**src/rtl/pngc_pkg.sv**
```systemverilog
// Package for the PNG chunk stream assembler.
// Holds CRC-32 helpers, fixed chunk checksums, register codes and reset values.
// No dependencies.
`default_nettype none

package pngc_pkg;

  // CRC-32, reflected form
  localparam logic [31:0] CRC_ALL_ONES = 32'hFFFF_FFFF;
  localparam logic [31:0] CRC_POLY     = 32'hEDB8_8320;

  // One byte of the reflected CRC-32 register update
  function automatic logic [31:0] crc_byte(logic [31:0] crc, logic [7:0] b);
    logic [31:0] c;
    c = crc ^ {24'h00_0000, b};
    for (int i = 0; i < 8; i++) begin
      c = c[0] ? ((c >> 1) ^ CRC_POLY) : (c >> 1);
    end
    return c;
  endfunction

  // Four bytes, most significant first; used for elaboration-time constants
  function automatic logic [31:0] crc_word(logic [31:0] crc, logic [31:0] w);
    logic [31:0] c;
    c = crc_byte(crc, w[31:24]);
    c = crc_byte(c, w[23:16]);
    c = crc_byte(c, w[15:8]);
    c = crc_byte(c, w[7:0]);
    return c;
  endfunction

  // Chunk type tags
  localparam logic [31:0] TAG_IHDR = 32'h4948_4452;
  localparam logic [31:0] TAG_IDAT = 32'h4944_4154;
  localparam logic [31:0] TAG_IEND = 32'h4945_4E44;

  // Fixed chunk checksums (sRGB 0, gAMA 45455, pHYs 3779/3779/metre, IEND)
  localparam logic [31:0] SRGB_CRC = 32'hAECE_1CE9;
  localparam logic [31:0] GAMA_CRC = 32'h0BFC_6105;
  localparam logic [31:0] PHYS_CRC = 32'hC76F_A864;
  localparam logic [31:0] IEND_CRC = 32'hAE42_6082;

  // CRC register after the type tag of a chunk
  localparam logic [31:0] CRC_AFTER_IHDR = crc_word(CRC_ALL_ONES, TAG_IHDR);
  localparam logic [31:0] CRC_AFTER_IDAT = crc_word(CRC_ALL_ONES, TAG_IDAT);

  // Configuration register widths and reset values
  localparam int unsigned DIM_W    = 31;
  localparam int unsigned DEPTH_W  = 5;
  localparam int unsigned COLOUR_W = 3;
  localparam int unsigned CFG_IDX_W  = 3;
  localparam int unsigned CFG_DATA_W = 32;

  localparam logic [DIM_W-1:0]    RST_IMAGE_WIDTH    = 31'd1;
  localparam logic [DIM_W-1:0]    RST_IMAGE_HEIGHT   = 31'd1;
  localparam logic [DEPTH_W-1:0]  RST_SAMPLE_DEPTH   = 5'd8;
  localparam logic [COLOUR_W-1:0] RST_COLOUR_KIND    = 3'd6;
  localparam logic [DIM_W-1:0]    RST_PAYLOAD_LENGTH = 31'd1;

  // IHDR checksum for the reset configuration
  localparam logic [31:0] RST_IHDR_CRC = crc_byte(
      crc_word(crc_word(crc_word(CRC_AFTER_IHDR, {1'b0, RST_IMAGE_WIDTH}),
                        {1'b0, RST_IMAGE_HEIGHT}),
               {3'b000, RST_SAMPLE_DEPTH, 5'b00000, RST_COLOUR_KIND, 16'h0000}),
      8'h00) ^ CRC_ALL_ONES;

  // Register indexes of the configuration port
  typedef enum logic [CFG_IDX_W-1:0] {
    REG_IMAGE_WIDTH    = 3'd0,
    REG_IMAGE_HEIGHT   = 3'd1,
    REG_SAMPLE_DEPTH   = 3'd2,
    REG_COLOUR_KIND    = 3'd3,
    REG_PAYLOAD_LENGTH = 3'd4
  } cfg_reg_e;

  // Status of the IHDR checksum unit
  typedef struct packed {
    logic        busy;
    logic [31:0] crc;
  } ihdr_crc_t;

endpackage

`default_nettype wire

```
**src/rtl/pngc_ihdr_crc.sv**
```systemverilog
// IHDR checksum unit: rebuilds the IHDR CRC-32 one data byte per cycle
// after a write to a header field. Depends on pngc_pkg.
`default_nettype none

module pngc_ihdr_crc
  import pngc_pkg::*;
(
  input  wire logic                clk_i,
  input  wire logic                rst_ni,
  input  wire logic                start_i,
  input  wire logic [DIM_W-1:0]    image_width_i,
  input  wire logic [DIM_W-1:0]    image_height_i,
  input  wire logic [DEPTH_W-1:0]  sample_depth_i,
  input  wire logic [COLOUR_W-1:0] colour_kind_i,
  output ihdr_crc_t                status_o
);

  localparam logic [3:0] LAST_BYTE = 4'd12;  // thirteen IHDR data bytes

  logic        busy_q;
  logic [3:0]  cnt_q;
  logic [31:0] crc_q;
  logic [31:0] result_q;
  logic [7:0]  data_byte;
  logic [31:0] crc_next;
  logic [31:0] width32;
  logic [31:0] height32;

  assign width32  = {1'b0, image_width_i};
  assign height32 = {1'b0, image_height_i};

  // Pick the IHDR data byte at the current position
  always_comb begin
    case (cnt_q)
      4'd0:    data_byte = width32[31:24];
      4'd1:    data_byte = width32[23:16];
      4'd2:    data_byte = width32[15:8];
      4'd3:    data_byte = width32[7:0];
      4'd4:    data_byte = height32[31:24];
      4'd5:    data_byte = height32[23:16];
      4'd6:    data_byte = height32[15:8];
      4'd7:    data_byte = height32[7:0];
      4'd8:    data_byte = {3'b000, sample_depth_i};
      4'd9:    data_byte = {5'b00000, colour_kind_i};
      default: data_byte = 8'h00;
    endcase
  end

  assign crc_next = crc_byte(crc_q, data_byte);

  // Restart on every header write, finish after the last data byte
  always_ff @(posedge clk_i or negedge rst_ni) begin
    if (!rst_ni) begin
      busy_q   <= 1'b0;
      cnt_q    <= '0;
      crc_q    <= CRC_AFTER_IHDR;
      result_q <= RST_IHDR_CRC;
    end else if (start_i) begin
      busy_q <= 1'b1;
      cnt_q  <= '0;
      crc_q  <= CRC_AFTER_IHDR;
    end else if (busy_q) begin
      crc_q <= crc_next;
      cnt_q <= cnt_q + 4'd1;
      if (cnt_q == LAST_BYTE) begin
        busy_q   <= 1'b0;
        result_q <= crc_next ^ CRC_ALL_ONES;
      end
    end
  end

  assign status_o.busy = busy_q;
  assign status_o.crc  = result_q;

endmodule

`default_nettype wire

```
**src/rtl/png_chunk_stream_assembler_core.sv**
```systemverilog
// An accepted byte is held in the input stage; its beats go from there into the
// output register. A mid-image byte gives one beat; the first byte of an image
// gives 23 beats (27 if it also ends the image), the last byte 5 beats: the
// output register loads one 4-byte beat per cycle unless the output stalls.
// Reset: default configuration, no image open. A write to a header field
// rebuilds the IHDR checksum; input is stalled meanwhile.
`default_nettype none

module png_chunk_stream_assembler_core
  import pngc_pkg::*;
(
  input  wire logic                  clk_i,
  input  wire logic                  rst_ni,
  // configuration write channel
  input  wire logic                  cfg_valid_i,
  output      logic                  cfg_ready_o,
  input  wire logic [CFG_IDX_W-1:0]  cfg_index_i,
  input  wire logic [CFG_DATA_W-1:0] cfg_data_i,
  // compressed byte input
  input  wire logic                  in_valid_i,
  output      logic                  in_stall_o,
  input  wire logic [7:0]            data_byte_i,
  // file byte output
  output      logic                  out_valid_o,
  input  wire logic                  out_stall_i,
  output      logic [31:0]           packed_bytes_o,
  output      logic [2:0]            byte_count_o,
  output      logic                  run_end_o,
  output      logic                  file_end_o
);

  // Final beat index for each kind of byte
  localparam logic [4:0] LAST_GRP_MID        = 5'd0;
  localparam logic [4:0] LAST_GRP_END        = 5'd4;
  localparam logic [4:0] LAST_GRP_START      = 5'd22;
  localparam logic [4:0] LAST_GRP_START_END  = 5'd26;

  // Configuration registers
  logic [DIM_W-1:0]    image_width_q;
  logic [DIM_W-1:0]    image_height_q;
  logic [DEPTH_W-1:0]  sample_depth_q;
  logic [COLOUR_W-1:0] colour_kind_q;
  logic [DIM_W-1:0]    payload_length_q;
  logic                cfg_acc;
  logic                hdr_start;
  ihdr_crc_t           hdr_status;

  // Image state
  logic                image_open_q;
  logic [DIM_W-1:0]    bytes_seen_q;
  logic [31:0]         run_crc_q;

  // Input stage: the byte whose beats are being emitted
  logic                a_valid_q;
  logic [7:0]          a_byte_q;
  logic                a_first_q;
  logic                a_last_q;
  logic [31:0]         a_crc_q;
  logic [4:0]          g_q;

  // Output register
  logic                out_valid_q;
  logic [31:0]         out_word_q;
  logic [2:0]          out_count_q;
  logic                out_run_end_q;
  logic                out_file_end_q;

  logic                in_acc;
  logic                load;
  logic                last_grp;
  logic [4:0]          last_grp_idx;
  logic [DIM_W-1:0]    eff_len;
  logic [DIM_W-1:0]    seen_next;
  logic                byte_ends;
  logic [31:0]         crc_start;
  logic [31:0]         crc_new;
  logic [31:0]         grp_word;
  logic [2:0]          grp_count;
  logic [31:0]         len32;
  logic [31:0]         width32;
  logic [31:0]         height32;

  // Configuration port: always ready
  assign cfg_ready_o = 1'b1;
  assign cfg_acc     = cfg_valid_i;
  assign hdr_start   = cfg_acc && (cfg_index_i inside {[REG_IMAGE_WIDTH:REG_COLOUR_KIND]});

  always_ff @(posedge clk_i or negedge rst_ni) begin
    if (!rst_ni) begin
      image_width_q    <= RST_IMAGE_WIDTH;
      image_height_q   <= RST_IMAGE_HEIGHT;
      sample_depth_q   <= RST_SAMPLE_DEPTH;
      colour_kind_q    <= RST_COLOUR_KIND;
      payload_length_q <= RST_PAYLOAD_LENGTH;
    end else if (cfg_acc) begin
      case (cfg_reg_e'(cfg_index_i))
        REG_IMAGE_WIDTH:    image_width_q    <= cfg_data_i[DIM_W-1:0];
        REG_IMAGE_HEIGHT:   image_height_q   <= cfg_data_i[DIM_W-1:0];
        REG_SAMPLE_DEPTH:   sample_depth_q   <= cfg_data_i[DEPTH_W-1:0];
        REG_COLOUR_KIND:    colour_kind_q    <= cfg_data_i[COLOUR_W-1:0];
        REG_PAYLOAD_LENGTH: payload_length_q <= cfg_data_i[DIM_W-1:0];
        default: ;
      endcase
    end
  end

  pngc_ihdr_crc u_ihdr_crc (
    .clk_i          (clk_i),
    .rst_ni         (rst_ni),
    .start_i        (hdr_start),
    .image_width_i  (image_width_q),
    .image_height_i (image_height_q),
    .sample_depth_i (sample_depth_q),
    .colour_kind_i  (colour_kind_q),
    .status_o       (hdr_status)
  );

  // Zero length counts as one byte
  assign eff_len = (payload_length_q == '0) ? {{(DIM_W-1){1'b0}}, 1'b1} : payload_length_q;

  // Classify the incoming byte and advance the IDAT checksum
  assign seen_next = (image_open_q ? bytes_seen_q : '0) + {{(DIM_W-1){1'b0}}, 1'b1};
  assign byte_ends = (seen_next >= eff_len);
  assign crc_start = image_open_q ? run_crc_q : CRC_AFTER_IDAT;
  assign crc_new   = crc_byte(crc_start, data_byte_i);

  // Beat sequencing
  always_comb begin
    case ({a_first_q, a_last_q})
      2'b11:   last_grp_idx = LAST_GRP_START_END;
      2'b10:   last_grp_idx = LAST_GRP_START;
      2'b01:   last_grp_idx = LAST_GRP_END;
      default: last_grp_idx = LAST_GRP_MID;
    endcase
  end

  assign last_grp   = (g_q == last_grp_idx);
  assign load       = a_valid_q && (!out_valid_q || !out_stall_i);
  assign in_stall_o = hdr_status.busy || (a_valid_q && !(load && last_grp));
  assign in_acc     = in_valid_i && !in_stall_o;

  // Hold image state; update it on every accepted byte
  always_ff @(posedge clk_i or negedge rst_ni) begin
    if (!rst_ni) begin
      image_open_q <= 1'b0;
      bytes_seen_q <= '0;
      run_crc_q    <= CRC_ALL_ONES;
    end else if (in_acc) begin
      image_open_q <= !byte_ends;
      bytes_seen_q <= byte_ends ? '0 : seen_next;
      run_crc_q    <= byte_ends ? CRC_ALL_ONES : crc_new;
    end
  end

  // Input stage control
  always_ff @(posedge clk_i or negedge rst_ni) begin
    if (!rst_ni) begin
      a_valid_q <= 1'b0;
      g_q       <= '0;
    end else begin
      if (in_acc) begin
        a_valid_q <= 1'b1;
      end else if (load && last_grp) begin
        a_valid_q <= 1'b0;
      end
      if (load) begin
        g_q <= last_grp ? '0 : g_q + 5'd1;
      end
    end
  end

  // Input stage payload
  always_ff @(posedge clk_i) begin
    if (in_acc) begin
      a_byte_q  <= data_byte_i;
      a_first_q <= !image_open_q;
      a_last_q  <= byte_ends;
      a_crc_q   <= crc_new ^ CRC_ALL_ONES;
    end
  end

  // Build the beat at the current position of the file byte stream
  assign len32    = {1'b0, eff_len};
  assign width32  = {1'b0, image_width_q};
  assign height32 = {1'b0, image_height_q};

  always_comb begin
    if (a_first_q) begin
      case (g_q)
        5'd0:    grp_word = 32'h8950_4E47;
        5'd1:    grp_word = 32'h0D0A_1A0A;
        5'd2:    grp_word = 32'h0000_000D;
        5'd3:    grp_word = TAG_IHDR;
        5'd4:    grp_word = width32;
        5'd5:    grp_word = height32;
        5'd6:    grp_word = {3'b000, sample_depth_q, 5'b00000, colour_kind_q, 16'h0000};
        5'd7:    grp_word = {8'h00, hdr_status.crc[31:8]};
        5'd8:    grp_word = {hdr_status.crc[7:0], 24'h00_0000};
        5'd9:    grp_word = 32'h0173_5247;
        5'd10:   grp_word = {16'h4200, SRGB_CRC[31:16]};
        5'd11:   grp_word = {SRGB_CRC[15:0], 16'h0000};
        5'd12:   grp_word = 32'h0004_6741;
        5'd13:   grp_word = 32'h4D41_0000;
        5'd14:   grp_word = {16'hB18F, GAMA_CRC[31:16]};
        5'd15:   grp_word = {GAMA_CRC[15:0], 16'h0000};
        5'd16:   grp_word = 32'h0009_7048;
        5'd17:   grp_word = 32'h5973_0000;
        5'd18:   grp_word = 32'h0EC3_0000;
        5'd19:   grp_word = {24'h0EC3_01, PHYS_CRC[31:24]};
        5'd20:   grp_word = {PHYS_CRC[23:0], len32[31:24]};
        5'd21:   grp_word = {len32[23:0], TAG_IDAT[31:24]};
        5'd22:   grp_word = {TAG_IDAT[23:0], a_byte_q};
        5'd23:   grp_word = a_crc_q;
        5'd24:   grp_word = 32'h0000_0000;
        5'd25:   grp_word = TAG_IEND;
        5'd26:   grp_word = IEND_CRC;
        default: grp_word = 32'h0000_0000;
      endcase
    end else begin
      case (g_q)
        5'd0:    grp_word = a_last_q ? {a_byte_q, a_crc_q[31:8]} : {a_byte_q, 24'h00_0000};
        5'd1:    grp_word = {a_crc_q[7:0], 24'h00_0000};
        5'd2:    grp_word = {8'h00, TAG_IEND[31:8]};
        5'd3:    grp_word = {TAG_IEND[7:0], IEND_CRC[31:8]};
        5'd4:    grp_word = {IEND_CRC[7:0], 24'h00_0000};
        default: grp_word = 32'h0000_0000;
      endcase
    end
  end

  // Only a continuing byte can leave a short final beat
  assign grp_count = (!a_first_q && last_grp) ? 3'd1 : 3'd4;

  // Output register: load a beat whenever the slot is free or draining
  always_ff @(posedge clk_i or negedge rst_ni) begin
    if (!rst_ni) begin
      out_valid_q <= 1'b0;
    end else if (load) begin
      out_valid_q <= 1'b1;
    end else if (!out_stall_i) begin
      out_valid_q <= 1'b0;
    end
  end

  always_ff @(posedge clk_i) begin
    if (load) begin
      out_word_q     <= grp_word;
      out_count_q    <= grp_count;
      out_run_end_q  <= last_grp;
      out_file_end_q <= last_grp && a_last_q;
    end
  end

  assign out_valid_o    = out_valid_q;
  assign packed_bytes_o = out_word_q;
  assign byte_count_o   = out_count_q;
  assign run_end_o      = out_run_end_q;
  assign file_end_o     = out_file_end_q;

endmodule

`default_nettype wire

```
**config.mk**
```make
export PLATFORM = sky130hd
export DESIGN_NAME = png_chunk_stream_assembler_core
export DESIGN_NICKNAME = d
export VERILOG_FILES = /design/src/rtl/pngc_pkg.sv /design/src/rtl/pngc_ihdr_crc.sv /design/src/rtl/png_chunk_stream_assembler_core.sv
export SDC_FILE = /design/constraint.sdc
export NUM_CORES = 1
export LEC_CHECK = 0
export ABC_AREA = 1
export BUFFER_PORTS_ARGS = -buffer_cell sky130_fd_sc_hd__buf_2
export CAP_MARGIN = 0
export CORE_MARGIN = 4
export CORE_UTILIZATION = 35
export CTS_CLUSTER_DIAMETER = 50
export DETAILED_ROUTE_END_ITERATION = 7
export GPL_ROUTABILITY_DRIVEN = 0
export SYNTH_ARGS = -nofsm -noshare
export SYNTH_HDL_FRONTEND = slang
export SYNTH_SLANG_ARGS = --single-unit
```
**constraint.sdc**
```tcl
create_clock -name clk_i -period 4.1 [get_ports clk_i]
set_input_delay 0 -clock clk_i [delete_from_list [all_inputs] [get_ports clk_i]]
set_output_delay 0 -clock clk_i [all_outputs]
set_load 0.02 [all_outputs]
```
==> metrics <==
initial core utilization=35.5%; worst hold path class=input port to register; Critical Path RT=4.58 ns; Clock Skews=0.0283 ns; Worst Min Path Start=cfg_valid_i; share of cells above drive strength 1=13.8%; type of origin of the critical path=register; die height=237 um; maximum VDD drop=0.000490 V; First-pass DRT Iterations=7; largest net degree at the start of global routing=113; clock-pin slew on the worst setup and hold paths=0.05 ns; clock latency on the worst-skew pair=0.59 ns; core area=51500 um2; Longest Clk Path Bufs=3; CP max FO=32; initial antenna violation count=0; number of synthesized flops with an enable pin=78; max-cap viol count=0; ANT nets after route=0; DR iter-0 viols=2092; PwrDens=924 nW/um2; GRT overflow=0; diode count=0; Fin. Hold Viols=0; drt wl/cell=21.2 um; library cells used by synthesis=55; Seq/Total Area, Yosys=46.3%; leakage=10.0 nW; Worst-Margin Slew=1.13 ns; H-tree depth=2; RR Startpoint=image_open_q; post-route setup TNS=0 ns; global-route wire length before repair=98900 um; DRT Wirelength=64500 um; FMAX=261 MHz; DP Wirelength=47700 um; commonest non-fill, non-tap cell in the layout=nand2_1; Synth Instances=2203; met2 usage=36.2%; ys flop type=dfrtp_1; Finish-stage setup viols=0; Post-Syn Nets=2294; layer with the highest usage=met2; crit path cell chain=clkbuf_2 -> nand2_1 -> nor3_2 -> nand2_2 -> nor2_4 -> nand2_1 -> nor3_4 -> nand3_2 -> nor2_2 -> xor2_1 -> inv_1 -> ha_1 -> nand2_1 -> nor2_2 -> nand4_1 -> nor3_1 -> a21boi_2 -> nor2_2 -> nand2_2 -> inv_2 -> buf_12 -> a22oi_1; vias per cell=5.45; Min-Delay Endpoint=u_ihdr_crc.crc_q[27]; Slowest cell on crit path=dfrtp_2; Final Cycle Share=93.4%; RSZ-0062 raised after global routing=no; Hold Crit Depth=6; CTS tree=built; Crit. End Element=register; Mean Syn Cell Area=8.30 um2; YS warnings=0; Die W=237 um; synthesized cell area=18300 um2; total track usage=22.6%; synthesized flop and latch total=319; fin util=41.9%; most frequent cells in the layout=nand2_1, inv_1, o21ai_0; row count=83; Root Buffer=clkbuf_16; crit path kind=register to register; via count=16600; r2r endpoint=run_crc_q[22]; vias in the first global route=16300; DRC violations left=0; ys async rst share=75.5%; Crit path largest cell delay=0.43 ns; met3 GRT Util=4.53%; Die Area=56000 um2; Port Buffer Count=84; # nets final=2419; # clock sinks=319; Layout area overhead=18.0%; IO Pins=88; crit path DAT=4.31 ns; crit path time final=3.83 ns; met1 capacity usage during global routing=28.9%; r2r setup slk=0.27 ns; Max-Slew Margin vs Limit=24.6%; Final Max Tran Viols=0; Reg2Reg Depth=22; CTS Buf Count=44; outcome=completed
[cells in the mapped netlist, drive strengths merged (4+ instances only)]
master / count / area (um2)
xnor2: 40 / 384
a211oi: 5 / 37.5
xor2: 111 / 1100
a22oi: 12 / 90.1
inv: 264 / 996
ha: 43 / 538
a2111oi: 8 / 70.1
dfstp: 71 / 1870
clkinv: 4 / 15.0
o2111ai: 13 / 114
o22ai: 27 / 169
a2bb2oi: 20 / 175
nand3: 115 / 586
nor4: 6 / 37.5
clkbuf: 49 / 184
o211ai: 6 / 45.0
o21ai: 209 / 1050
nor3: 24 / 145
nand4: 43 / 269
edfxtp: 78 / 2340
buf: 35 / 211
nor2: 140 / 552
nand2: 583 / 2240
dfrtp: 170 / 4250
nand3b: 4 / 30.0
a21oi: 66 / 330
a22o: 8 / 70.1
a221oi: 25 / 219
a31oi: 7 / 43.8
[timing repair]
| item | CTS | global route |
|---|---|---|
| endpoints found under the hold margin | 177 | 0 |
| resized for setup | 0 | 15 |
| setup buffers | 0 | 2 |
| hold buffers | 45 | 0 |
| endpoints found under the setup margin | 0 | 64 |
[how the worst max path moves through the flow]
stage               slack (ns)  cells after the start    startpoint                to
global placement          0.33                     20  image_open_q  bytes_seen_q[13]
detailed placement        0.21                     23  image_open_q  bytes_seen_q[17]
global route             0.004                     22  image_open_q     run_crc_q[22]
CTS                       0.17                     23  image_open_q  bytes_seen_q[17]
finish                    0.27                     22  image_open_q     run_crc_q[22]
floorplan                 0.02                     28  image_open_q     run_crc_q[26]
[registers in the layout (all words and copies together), names as in the netlist, 2 cells and up]
register,flops
a_crc_q,32
packed_bytes_o,32
image_width_q,31
a_byte_q,8
g_q,5
u_ihdr_crc.cnt_q,4
image_height_q,31
run_crc_q,32
u_ihdr_crc.crc_q,32
bytes_seen_q,31
byte_count_o,2
u_ihdr_crc.result_q,32
payload_length_q,31
sample_depth_q,5
colour_kind_q,3
[cell type report]
class | instances | area [um2]
Multi-Input combinational cell | 1532 | 8480
Fill cell | 5162 | 29900
Timing Repair Buffer | 163 | 1190
Clock buffer | 55 | 1230
Tap cell | 680 | 851
Inverter | 268 | 1010
Sequential cell | 319 | 8460
Clock inverter | 27 | 353
[critical path: cells and delay by family (launching register included)]
kind / cells / cell delay, ns
and+or+nand+nor: 14 / 1.88
adders and majority gates: 1 / 0.30
buffers and inverters: 4 / 0.48
xor gates and xnor gates: 1 / 0.20
AOI/OAI and AO/OA: 2 / 0.42
DFF: 1 / 0.43
[power breakdown]
group          total, mW  switching, mW  internal [mW]
Sequential          5.59          0.785           4.80
Combinational       10.2           7.01           3.24
Clock               4.10           1.55           2.55
Total               19.9           9.35           10.6
[metal layers]
metal | up-vias | part of all wire, %
met5 | - | 0
met4 | 0 | 6.6
met3 | 254 | 8.4
met2 | 913 | 46
met1 | 7860 | 39
li1 | 7564 | -
[cell families after synthesis]
group	after synthesis	share of synthesized area [%]
adders and majority gates	43	2.94
AOI/OAI and AO/OA	418	13.7
buffers and inverters	352	7.69
other	2	0.0411
DFF	319	46.3
xor gates and xnor gates	151	8.14
and+or+nand+nor	918	21.2
[metrics by stage]
step | setup WS [ns] | hold slack (ns) | instances | area, um2 | total power, mW
5_1_grt | 0.00414 | 0.138 | 3044 | 21600 | 21.2
3_3_place_gp | 0.331 | 0.144 | 2915 | 19500 | 15.3
6_report | 0.269 | 0.0337 | 3044 | 21600 | 19.9
4_1_cts | 0.174 | 0.0195 | 3042 | 21500 | 19.7
3_5_place_dp | 0.211 | 0.159 | 2915 | 19500 | 15.5
2_1_floorplan | 0.0215 | -0.296 | 2203 | 18300 | 12.4
(Power assumes the default switching activity.)
